## src/design/bemt_pkg.sv

```systemverilog
`timescale 1ns / 1ps

package bemt_pkg;

    // Field widths
    localparam int MAG_W   = 24;
    localparam int PROD_W  = 2 * MAG_W;
    localparam int SQ_SHR  = 12;
    localparam int SQ_W    = PROD_W - SQ_SHR;
    localparam int E_W     = 42;
    localparam int TS_W    = 32;
    localparam int RATIO_W = 16;
    localparam int FBIN_W  = 9;
    localparam int EBIN_W  = 10;
    localparam int HOLD_W  = 16;
    localparam int RHS_W   = RATIO_W + E_W + 1;

    // Configuration port
    localparam int CFG_IDX_W  = 3;
    localparam int CFG_DATA_W = 42;

    // Fixed-point constants, Q.16
    localparam logic [E_W-1:0] E_MAX      = {E_W{1'b1}};
    localparam logic [E_W-1:0] OFFSET_Q16 = E_W'(655);
    localparam logic [E_W-1:0] FLOOR_Q16  = E_W'(655360);

    // Register indexes
    typedef enum logic [CFG_IDX_W-1:0] {
        CFG_ENABLE     = 3'd0,
        CFG_RATIO      = 3'd1,
        CFG_ABS_THR    = 3'd2,
        CFG_MIN_ENERGY = 3'd3,
        CFG_MAX_ENERGY = 3'd4,
        CFG_FIRST_BIN  = 3'd5,
        CFG_END_BIN    = 3'd6,
        CFG_HOLDOFF    = 3'd7
    } t_cfg_idx;

    // Closed frame from the band accumulator
    typedef struct packed {
        logic            vld;
        logic [E_W-1:0]  energy;
        logic [TS_W-1:0] now_ms;
    } t_frame;

    // Link passed from a sort cell to its right neighbor
    typedef struct packed {
        logic [E_W-1:0] val;
        logic           ins;
    } t_fwd;

    // Link passed from a sort cell to its left neighbor
    typedef struct packed {
        logic [E_W-1:0] val;
        logic           gt_new;
    } t_bwd;

endpackage

```

## src/design/bemt_band_acc.sv

```systemverilog
`timescale 1ns / 1ps

module bemt_band_acc import bemt_pkg::*; #(
    parameter int FFT_POINTS = 512
) (
    input  logic              i_clk,
    input  logic              i_rst_n,
    input  logic              i_adv,
    input  logic              i_valid,
    input  logic [MAG_W-1:0]  i_mag,
    input  logic              i_last,
    input  logic [TS_W-1:0]   i_now,
    input  logic [FBIN_W-1:0] i_first_bin,
    input  logic [EBIN_W-1:0] i_end_bin,
    output t_frame            o_frame
);

    localparam int CNT_W = $clog2(FFT_POINTS + 1);
    localparam int CMP_W = (CNT_W > EBIN_W) ? CNT_W : EBIN_W;
    localparam logic [CNT_W-1:0] CNT_LIMIT = CNT_W'(FFT_POINTS);

    logic [CNT_W-1:0]  r_cnt;
    logic [CMP_W-1:0]  w_idx;
    logic              w_in_band;
    logic [PROD_W-1:0] w_prod;

    logic              r_p1_vld;
    logic              r_p1_last;
    logic              r_p1_band;
    logic [SQ_W-1:0]   r_p1_sq;
    logic [TS_W-1:0]   r_p1_now;

    logic [E_W-1:0]    r_sum;
    logic [E_W:0]      w_sum_add;
    logic [E_W-1:0]    w_sum_nxt;

    logic              r_frm_vld;
    logic [E_W-1:0]    r_frm_energy;
    logic [TS_W-1:0]   r_frm_now;

    // Band test on the current bin index
    assign w_idx     = CMP_W'(r_cnt);
    assign w_in_band = (r_cnt < CNT_LIMIT) &&
                       (w_idx >= CMP_W'(i_first_bin)) &&
                       (w_idx < CMP_W'(i_end_bin));
    assign w_prod    = i_mag * i_mag;

    // Saturating accumulate of the registered square
    always_comb begin
        w_sum_add = {1'b0, r_sum} + (E_W + 1)'(r_p1_sq);
        if (!r_p1_band) begin
            w_sum_nxt = r_sum;
        end else if (w_sum_add[E_W]) begin
            w_sum_nxt = E_MAX;
        end else begin
            w_sum_nxt = w_sum_add[E_W-1:0];
        end
    end

    // Control: bin counter, running sum, stage valid bits
    always_ff @(posedge i_clk) begin
        if (!i_rst_n) begin
            r_cnt     <= '0;
            r_sum     <= '0;
            r_p1_vld  <= 1'b0;
            r_frm_vld <= 1'b0;
        end else if (i_adv) begin
            r_p1_vld  <= i_valid;
            r_frm_vld <= r_p1_vld && r_p1_last;
            if (i_valid) begin
                if (i_last) begin
                    r_cnt <= '0;
                end else if (r_cnt < CNT_LIMIT) begin
                    r_cnt <= r_cnt + CNT_W'(1);
                end
            end
            if (r_p1_vld) begin
                r_sum <= r_p1_last ? '0 : w_sum_nxt;
            end
        end
    end

    // Payload: square stage and closed frame
    always_ff @(posedge i_clk) begin
        if (i_adv) begin
            if (i_valid) begin
                r_p1_last <= i_last;
                r_p1_band <= w_in_band;
                r_p1_sq   <= w_prod[PROD_W-1:SQ_SHR];
                r_p1_now  <= i_now;
            end
            if (r_p1_vld && r_p1_last) begin
                r_frm_energy <= w_sum_nxt;
                r_frm_now    <= r_p1_now;
            end
        end
    end

    assign o_frame.vld    = r_frm_vld;
    assign o_frame.energy = r_frm_energy;
    assign o_frame.now_ms = r_frm_now;

endmodule

```

## config.mk

```make
export PLATFORM = sky130hd
export DESIGN_NAME = bemt_band_acc
export DESIGN_NICKNAME = d
export VERILOG_FILES = /design/src/design/bemt_pkg.sv /design/src/design/bemt_band_acc.sv
export SDC_FILE = /design/constraint.sdc
export NUM_CORES = 1
export LEC_CHECK = 0
export ABC_AREA = 1
export BUFFER_PORTS_ARGS = -buffer_cell sky130_fd_sc_hd__buf_2
export CAP_MARGIN = 30
export CORE_MARGIN = 5
export CORE_UTILIZATION = 35
export CTS_CLUSTER_SIZE = 25
export DETAILED_ROUTE_END_ITERATION = 6
export MAX_ROUTING_LAYER = met4
export PLACE_DENSITY = 0.58
export SYNTH_ARGS = -nofsm -noshare
export SYNTH_HDL_FRONTEND = slang
export SYNTH_SLANG_ARGS = --single-unit
```

## constraint.sdc

```tcl
create_clock -name i_clk -period 6.3 [get_ports i_clk]
set_clock_uncertainty 0.2 [all_clocks]
set_input_delay 0.315 -clock i_clk [delete_from_list [all_inputs] [get_ports i_clk]]
set_output_delay 0.315 -clock i_clk [all_outputs]
set_load 0.005 [all_outputs]
```

After elaboration in Yosys (flattened, before gate mapping)
Index checks and enable logic that the tools add are counted.
- bits in latches: 0
- flip-flop bits (word level): 198
- memory bits (writable): 0
- memories kept: 0
- bits in read-only memories: 0
- multipliers: 1
- divide/modulo/power cells: 0
- reduce and logical (&&, ||, !) cells: 8
- add/subtract/negate cells: 2
- eq/ne operators: 0
- bitwise logic cells: 0
- shift operators: 0
- mux-type cells: 5
- magnitude comparators: 3
- operator list (cell ; number):
    42-bit two-way mux ; 3
    24-bit by 24-bit multiplier with 48-bit output ; 1
    42-bit by 36-bit adder with 43-bit output ; 1
    10-bit two-way mux ; 2
    10-bit by 1-bit adder with 10-bit output (second input constant) ; 1
    10-bit by 9-bit >= comparator with 1-bit output ; 1
    10-bit < comparator ; 1
    10-bit < comparator (second input constant) ; 1
    2-bit AND reduction ; 3
    1-bit logical AND ; 3
    3-bit AND reduction ; 1
    2-bit nonzero test ; 1

Longest topological paths before layout
Gate-level depths: netlist (run 1).
- word-level depth: 4
- depth in mapped cells: 29

Worst setup path before layout (run 1)
OpenSTA, ideal clock, no wires.
- path type: input -> register
- start: in i_mag[21]
- end: reg r_p1_sq[30], data pin
- data required time: 5.834 ns
- data arrival time: 5.850 ns
- path buffers: 2
- slack: -0.016 ns
- stages on the path: 25
- path through: clkbuf_1 > clkbuf_1 > nand2_1 > inv_1 > fa_1 > fa_1 > inv_1 > fa_1 > inv_1 > fa_1 > fa_1 > fa_1 > inv_1 > fa_1 > inv_1 > ha_1 > nand2_1 > nor2_1 > inv_1 > nor2_1 > inv_1 > nor4_1 > nand3_1 > o2111ai_1 > xor2_1
- cells in the longest elaborated chain, start to end: 1
- ends and longest elaborated chain (what ; RTL line ; source):
    start: declaration ; bemt_band_acc.sv:10 ; input logic [MAG_W-1:0] i_mag,
    24-bit by 24-bit multiplier with 48-bit output ; bemt_band_acc.sv:46 ; assign w_prod = i_mag * i_mag;
    named net w_prod[42] ; bemt_band_acc.sv:25 ; logic [PROD_W-1:0] w_prod;
    end signal: assignment ; bemt_band_acc.sv:89 ; r_p1_sq <= w_prod[PROD_W-1:SQ_SHR];
    end: declaration ; bemt_band_acc.sv:30 ; logic [SQ_W-1:0] r_p1_sq;
The timed path passes the listed nets, and every way through them passes these cells.
A chain may end at the register's enable or synchronous reset.

Final worst setup path (run 1)
- start: in i_mag[14]
- end: reg r_p1_sq[31], data pin
Same word-level chain as after synthesis.

==> impl_metrics.tcl, run 1 <==
set metrics [dict create \
    clock_latency_ns 0.46 \
    htreeDepth 4 \
    cts_root_buffer "clkbuf_16" \
    synthFlopType "edfxtp_1" \
    rsz0062_at_grt "yes" \
    drt_iter0_markers 1102 \
    timing.final.crit_period_ns 6.09 \
    grt_overflow 0 \
    io_buffers 154 \
    first_pass_iters 5 \
    r2r-end "r_frm_energy[24]$_DFFE_PP_" \
    hold_viol 0 \
    cts_buffer_depth 2 \
    fin_crit_sh 0.967 \
    coreArea_mm2 0.0789 \
    postCtsSetupBuffers 0 \
    drc 0 \
    holdPathStages 5 \
    max_freq_ghz 0.164 \
    syn2layout_area_growth_pct 19.0 \
    die_x_um 292 \
    maxCapViolations 0 \
    die_y_um 292 \
    num_rows 103 \
    fin_nets 4585 \
    syn_inst 3418 \
    grt_max_degree 71 \
    ios 155 \
    hold_end "r_cnt[0]$_SDFFE_PN0P_" \
    multi_input_area_mm2 0.0186 \
    finalMaxSlewViolations 0 \
    grt_use_total 0.175 \
    ant_nets 0 \
    fillCellCount 8045 \
    tightest_slew_ns 0.992 \
    start_util 0.352 \
    syn-cell-area_mm2 0.0278 \
    status "completed" \
    ys_seq_area_frac 0.195 \
    rr_worst_depth 10 \
    viasPerCell 4.47 \
    arrival_ns 6.10 \
    hpwl_um 61600 \
    setup_tns_ns 0 \
    setup_viol 0 \
    antenna_found_initial 0 \
    timing_worst_setup_path_type "input port to flop" \
    async_flop_share 0 \
    worstReg2RegStart "r_p1_sq[31]$_DFFE_PP_" \
    grt_pass1_vias 23300 \
    slew_headroom 0.339 \
    cts.reportedPaths.clkPinSlew_ns 0.08 \
    holdCritPathClass "input port to flop" \
    final_common_cell "inv_1" \
    seqCellArea_mm2 0.00541 \
    vias 22000 \
    dieArea_mm2 0.0851 \
    path_max_fanout 7 \
    layout_common_cells "inv_1, nand2_1, fa_1" \
    hp-start "i_valid" \
    wirelength_um 71000 \
    numCtsBuffers 17 \
    cts_tree "done" \
    drive_gt1_frac 0.153 \
    endpoint_kind "flop" \
    cts_sinks 198 \
    syn_area_per_cell_um2 8.13 \
    place_congestion 0.928 \
    crit_required_ns 6.31 \
    synth_nets 4151 \
    r2r_setup_slack_ns 2.96 \
    synth_edf_count 144 \
    synth_cell_types 48 \
    wl_per_cell_um 14.4 \
    synth-seq-cells 198 \
    grt_pass1_wl_um 118000 \
    crit_path_start_kind "input port" \
    yosys_warnings 0 \
    n_antenna_cell 0 \
]
-- Yosys cell counts, types with 2 or more instances --
master	instances	area, um^2
inv_1	954	3580
nand2_1	804	3020
fa_1	423	8470
ha_1	230	2880
nor2_1	156	586
a21oi_1	150	751
edfxtp_1	144	4320
nand3_1	118	591
clkbuf_1	62	233
dfxtp_1	54	1080
o21ai_0	45	225
or2_2	39	244
xor2_1	38	333
nor3_1	27	135
o21a_1	25	188
xnor2_1	21	184
nand4_1	15	93.8
or2_1	11	68.8
a21o_1	9	67.6
and2_1	9	56.3
nand2_2	9	56.3
o21bai_1	7	52.6
a21boi_0	6	45.0
nand3_2	6	60.1
nand3b_1	6	45.0
nor2_2	5	31.3
a21oi_2	4	35.0
and3_1	4	25.0
buf_2	4	20.0
buf_4	4	30.0
nor4_1	4	25.0
a211oi_1	3	22.5
o2111ai_1	3	26.3
a31oi_1	2	12.5
buf_6	2	22.5
inv_2	2	7.51
o211ai_1	2	15.0
-- final cells by class --
cell class	instances	share of cell area
clock buffers	19	0.0131
clock inverters	13	0.00428
inverters	956	0.109
multi-input cells	2192	0.564
flip-flops and latches	198	0.164
well taps	1050	0.0397
repair buffers	487	0.107
-- metal layers --
| layer | global-route usage | part of all wire | wire length [um] |
|---|---|---|---|
| met5 | - | 0 | 0 |
| met3 | 0.0195 | 0.034 | 2430 |
| met2 | 0.297 | 0.48 | 34200 |
| met4 | 0.0289 | 0.013 | 945 |
| met1 | 0.232 | 0.47 | 33300 |
-- sequential cells by signal (all words and copies together) (netlist names) --
signal and flops:
r_p1_vld 1, r_frm_now 32, r_p1_band 1, r_sum 42, r_p1_sq 36, r_frm_vld 1, r_frm_energy 42, r_p1_now 32
r_p1_last 1, r_cnt 10
-- kinds of logic (layout without fill, tap and decap cells) --
kind of cell	Yosys count	in the layout	share of synthesized area
simple gates	1217	1217	0.183
buf+inv	1028	1475	0.140
flops	198	198	0.195
xor+xnor	59	59	0.0186
compound gates	263	263	0.0549
fa+ha+maj	653	653	0.409
-- critical path: stages --
cell and delay (ns):
clkbuf_4 0.17, buf_4 0.19, nand2_1 0.07, inv_1 0.05
fa_1 0.58, inv_1 0.07, fa_1 0.50, fa_1 0.54
inv_1 0.05, fa_1 0.51, fa_1 0.43, fa_1 0.49
inv_1 0.05, fa_1 0.47, inv_1 0.04, ha_1 0.28
buf_4 0.13, nand2_1 0.07, nor2_1 0.15, inv_1 0.07
nor2_1 0.12, inv_1 0.09, nor3_2 0.27, nand3b_1 0.20
nand3_1 0.13, xor2_1 0.07
-- how the worst max path moves through the flow --
stage / slack, ns / end / cells after the start / start
floorplan: 0.01 / r_p1_sq[21]$_DFFE_PP_ / 25 / i_mag[2]
global placement: -0.44 / r_p1_sq[32]$_DFFE_PP_ / 25 / i_mag[17]
detailed placement: -0.51 / r_p1_sq[31]$_DFFE_PP_ / 25 / i_mag[10]
CTS: 0.01 / r_p1_sq[31]$_DFFE_PP_ / 25 / i_mag[10]
global route: -0.08 / r_p1_sq[30]$_DFFE_PP_ / 24 / i_mag[18]
finish: 0.21 / r_p1_sq[31]$_DFFE_PP_ / 26 / i_mag[14]
-- repair_timing --
item                                    in CTS  in global routing
hold buffers                                36                  0
gates resized for setup                      0                 70
endpoints found under the setup margin       0                 26
endpoints found under the hold margin       38                  0
-- through the flow --
stage | utilization | hold WS, ns | instances | setup WS (ns) | area, um^2
floorplan | - | 0.200 | 3418 | 0.0107 | 27800
global placement | 0.404 | 0.200 | 4844 | -0.442 | 31800
detailed placement | 0.404 | 0.205 | 4845 | -0.511 | 31900
CTS | 0.416 | 0.0742 | 4913 | 0.0134 | 32800
global route | 0.419 | 0.124 | 4915 | -0.0842 | 33100
finish | 0.419 | 0.111 | 4915 | 0.208 | 33100
Power of run 1 is left out: the tool's default activity adds up to more than one toggle a clock period on the data nets, which glitch-free logic cannot reach.
==> inputs of run 2 (changes only) <==
- BUFFER_PORTS_ARGS: -buffer_cell sky130_fd_sc_hd__buf_2 -> -buffer_cell sky130_fd_sc_hd__buf_4
- CORE_MARGIN: 5 -> unset
- REMOVE_ABC_BUFFERS: unset -> 1
==> impl_metrics.tcl, run 2 (same netlist as run 1, synthesis figures left out) <==
set metrics [dict create \
    status "completed" \
    cts_tree "done" \
    cts_buffer_depth 2 \
    path_max_fanout 10 \
    clock_latency_ns 0.45 \
    grt_pass1_wl_um 116000 \
    holdCritPathClass "flop to flop" \
    start_util 0.356 \
    n_antenna_cell 0 \
    drc 0 \
    crit_required_ns 6.29 \
    num_rows 102 \
    maxCapViolations 0 \
    final_common_cell "inv_1" \
    rsz0062_at_grt "yes" \
    die_y_um 284 \
    setup_viol 0 \
    drive_gt1_frac 0.137 \
    htreeDepth 4 \
    grt_pass1_vias 22500 \
    layout_common_cells "inv_1, nand2_1, fa_1" \
    fin_crit_sh 0.963 \
    slew_headroom 0.411 \
    fin_nets 4529 \
    fin_util 0.421 \
    slowest_delay_ns 0.52 \
    viasPerCell 4.49 \
    cts_root_buffer "clkbuf_16" \
    tightest_slew_ns 0.881 \
    arrival_ns 6.05 \
    hold_viol 0 \
    wirelength_um 70300 \
    timing_worst_setup_path_type "input port to flop" \
    postCtsSetupBuffers 0 \
    ios 155 \
    first_pass_iters 6 \
    max_freq_ghz 0.165 \
    coreArea_mm2 0.0780 \
    critPathSlowestCell "fa_1" \
    finalMaxSlewViolations 0 \
    cts.reportedPaths.clkPinSlew_ns 0.07 \
    syn2layout_area_growth_pct 18.3 \
    ant_nets 0 \
    grt_use_total 0.185 \
    crit_path_start_kind "input port" \
    antenna_found_initial 0 \
    numCtsBuffers 17 \
    place_inst 4780 \
    drt_iter0_markers 1222 \
    grt_max_degree 64 \
    cts_sinks 198 \
    wl_per_cell_um 14.5 \
    endpoint_kind "flop" \
    dieArea_mm2 0.0805 \
    hpwl_um 60800 \
    die_x_um 284 \
    fin_cells 4849 \
    place_congestion 0.959 \
    timing.final.crit_period_ns 6.07 \
    grt_overflow 0 \
    reg_top3 "r_frm_energy: 42 flops, r_sum: 42 flops, r_p1_sq: 36 flops" \
    io_buffers 154 \
    vias 21800 \
]
[run 2: changes by cell type in the layout (fill, tap and decap cells not counted), sizes merged]
| cell | previous run | this run |
|---|---|---|
| buf | 436 | 395 |
| clkbuf | 34 | 17 |
| clkinv | 6 | 8 |
| bufinv | 1 | 0 |
| clkinvlp | 1 | 2 |
[run 2: timing repair]
| action | CTS | global route |
|---|---|---|
| hold buffers | 36 | 0 |
| endpoints found under the setup margin | 0 | 13 |
| hold endpoints to repair | 38 | 0 |
| gates resized for setup | 0 | 31 |
[run 2: routing by layer]
layer / up-vias / GRT usage / wire (um) / share of wire
met1: 10400 / 0.248 / 34200 / 0.49
met2: 395 / 0.305 / 32900 / 0.47
met4: 0 / 0.0377 / 1080 / 0.015
li1: 10900 / - / - / -
met5: - / - / 0 / 0
met3: 57 / 0.0161 / 2190 / 0.031
[run 2: cell type report]
class,count,area [um^2]
clock inverter,15,143
sequential,198,5410
inverter,956,3590
multi-input combinational,2192,18600
clock buffer,17,425
fill,7867,45100
timing repair buffer,431,3420
tap,1040,1300
[run 2: stage by stage]
| stage | instance area [um^2] | TNS (ns) | hold slack (ns) | worst slack [ns] |
|---|---|---|---|---|
| floorplan | 27500 | 0 | 0.200 | 0.337 |
| global placement | 31800 | -4.85 | 0.200 | -0.398 |
| detailed placement | 31800 | -5.94 | 0.205 | -0.454 |
| CTS | 32700 | 0 | 0.223 | 0.0292 |
| global route | 32900 | -0.0824 | 0.226 | -0.0488 |
| finish | 32900 | 0 | 0.222 | 0.231 |
[run 2: worst paths after layout]
path | start | end | slack (ns) | cells after the start
min | r_p1_now[7]$_DFFE_PP_ | r_frm_now[7]$_DFFE_PP_ | 0.22 | 0
min reg2reg | r_p1_now[7]$_DFFE_PP_ | r_frm_now[7]$_DFFE_PP_ | 0.22 | 0
max reg2reg | r_p1_sq[12]$_DFFE_PP_ | r_frm_energy[24]$_DFFE_PP_ | 2.80 | 14
max | i_mag[16] | r_p1_sq[30]$_DFFE_PP_ | 0.23 | 26
[run 2: worst max-delay path, delay by kind of cell]
family / cells / cell delay (ns)
simple gates: 3 / 0.25
fa+ha+maj: 8 / 3.73
buf+inv: 10 / 0.83
xor+xnor: 1 / 0.20
compound gates: 4 / 0.72
Power of run 2 is left out for the same reason.
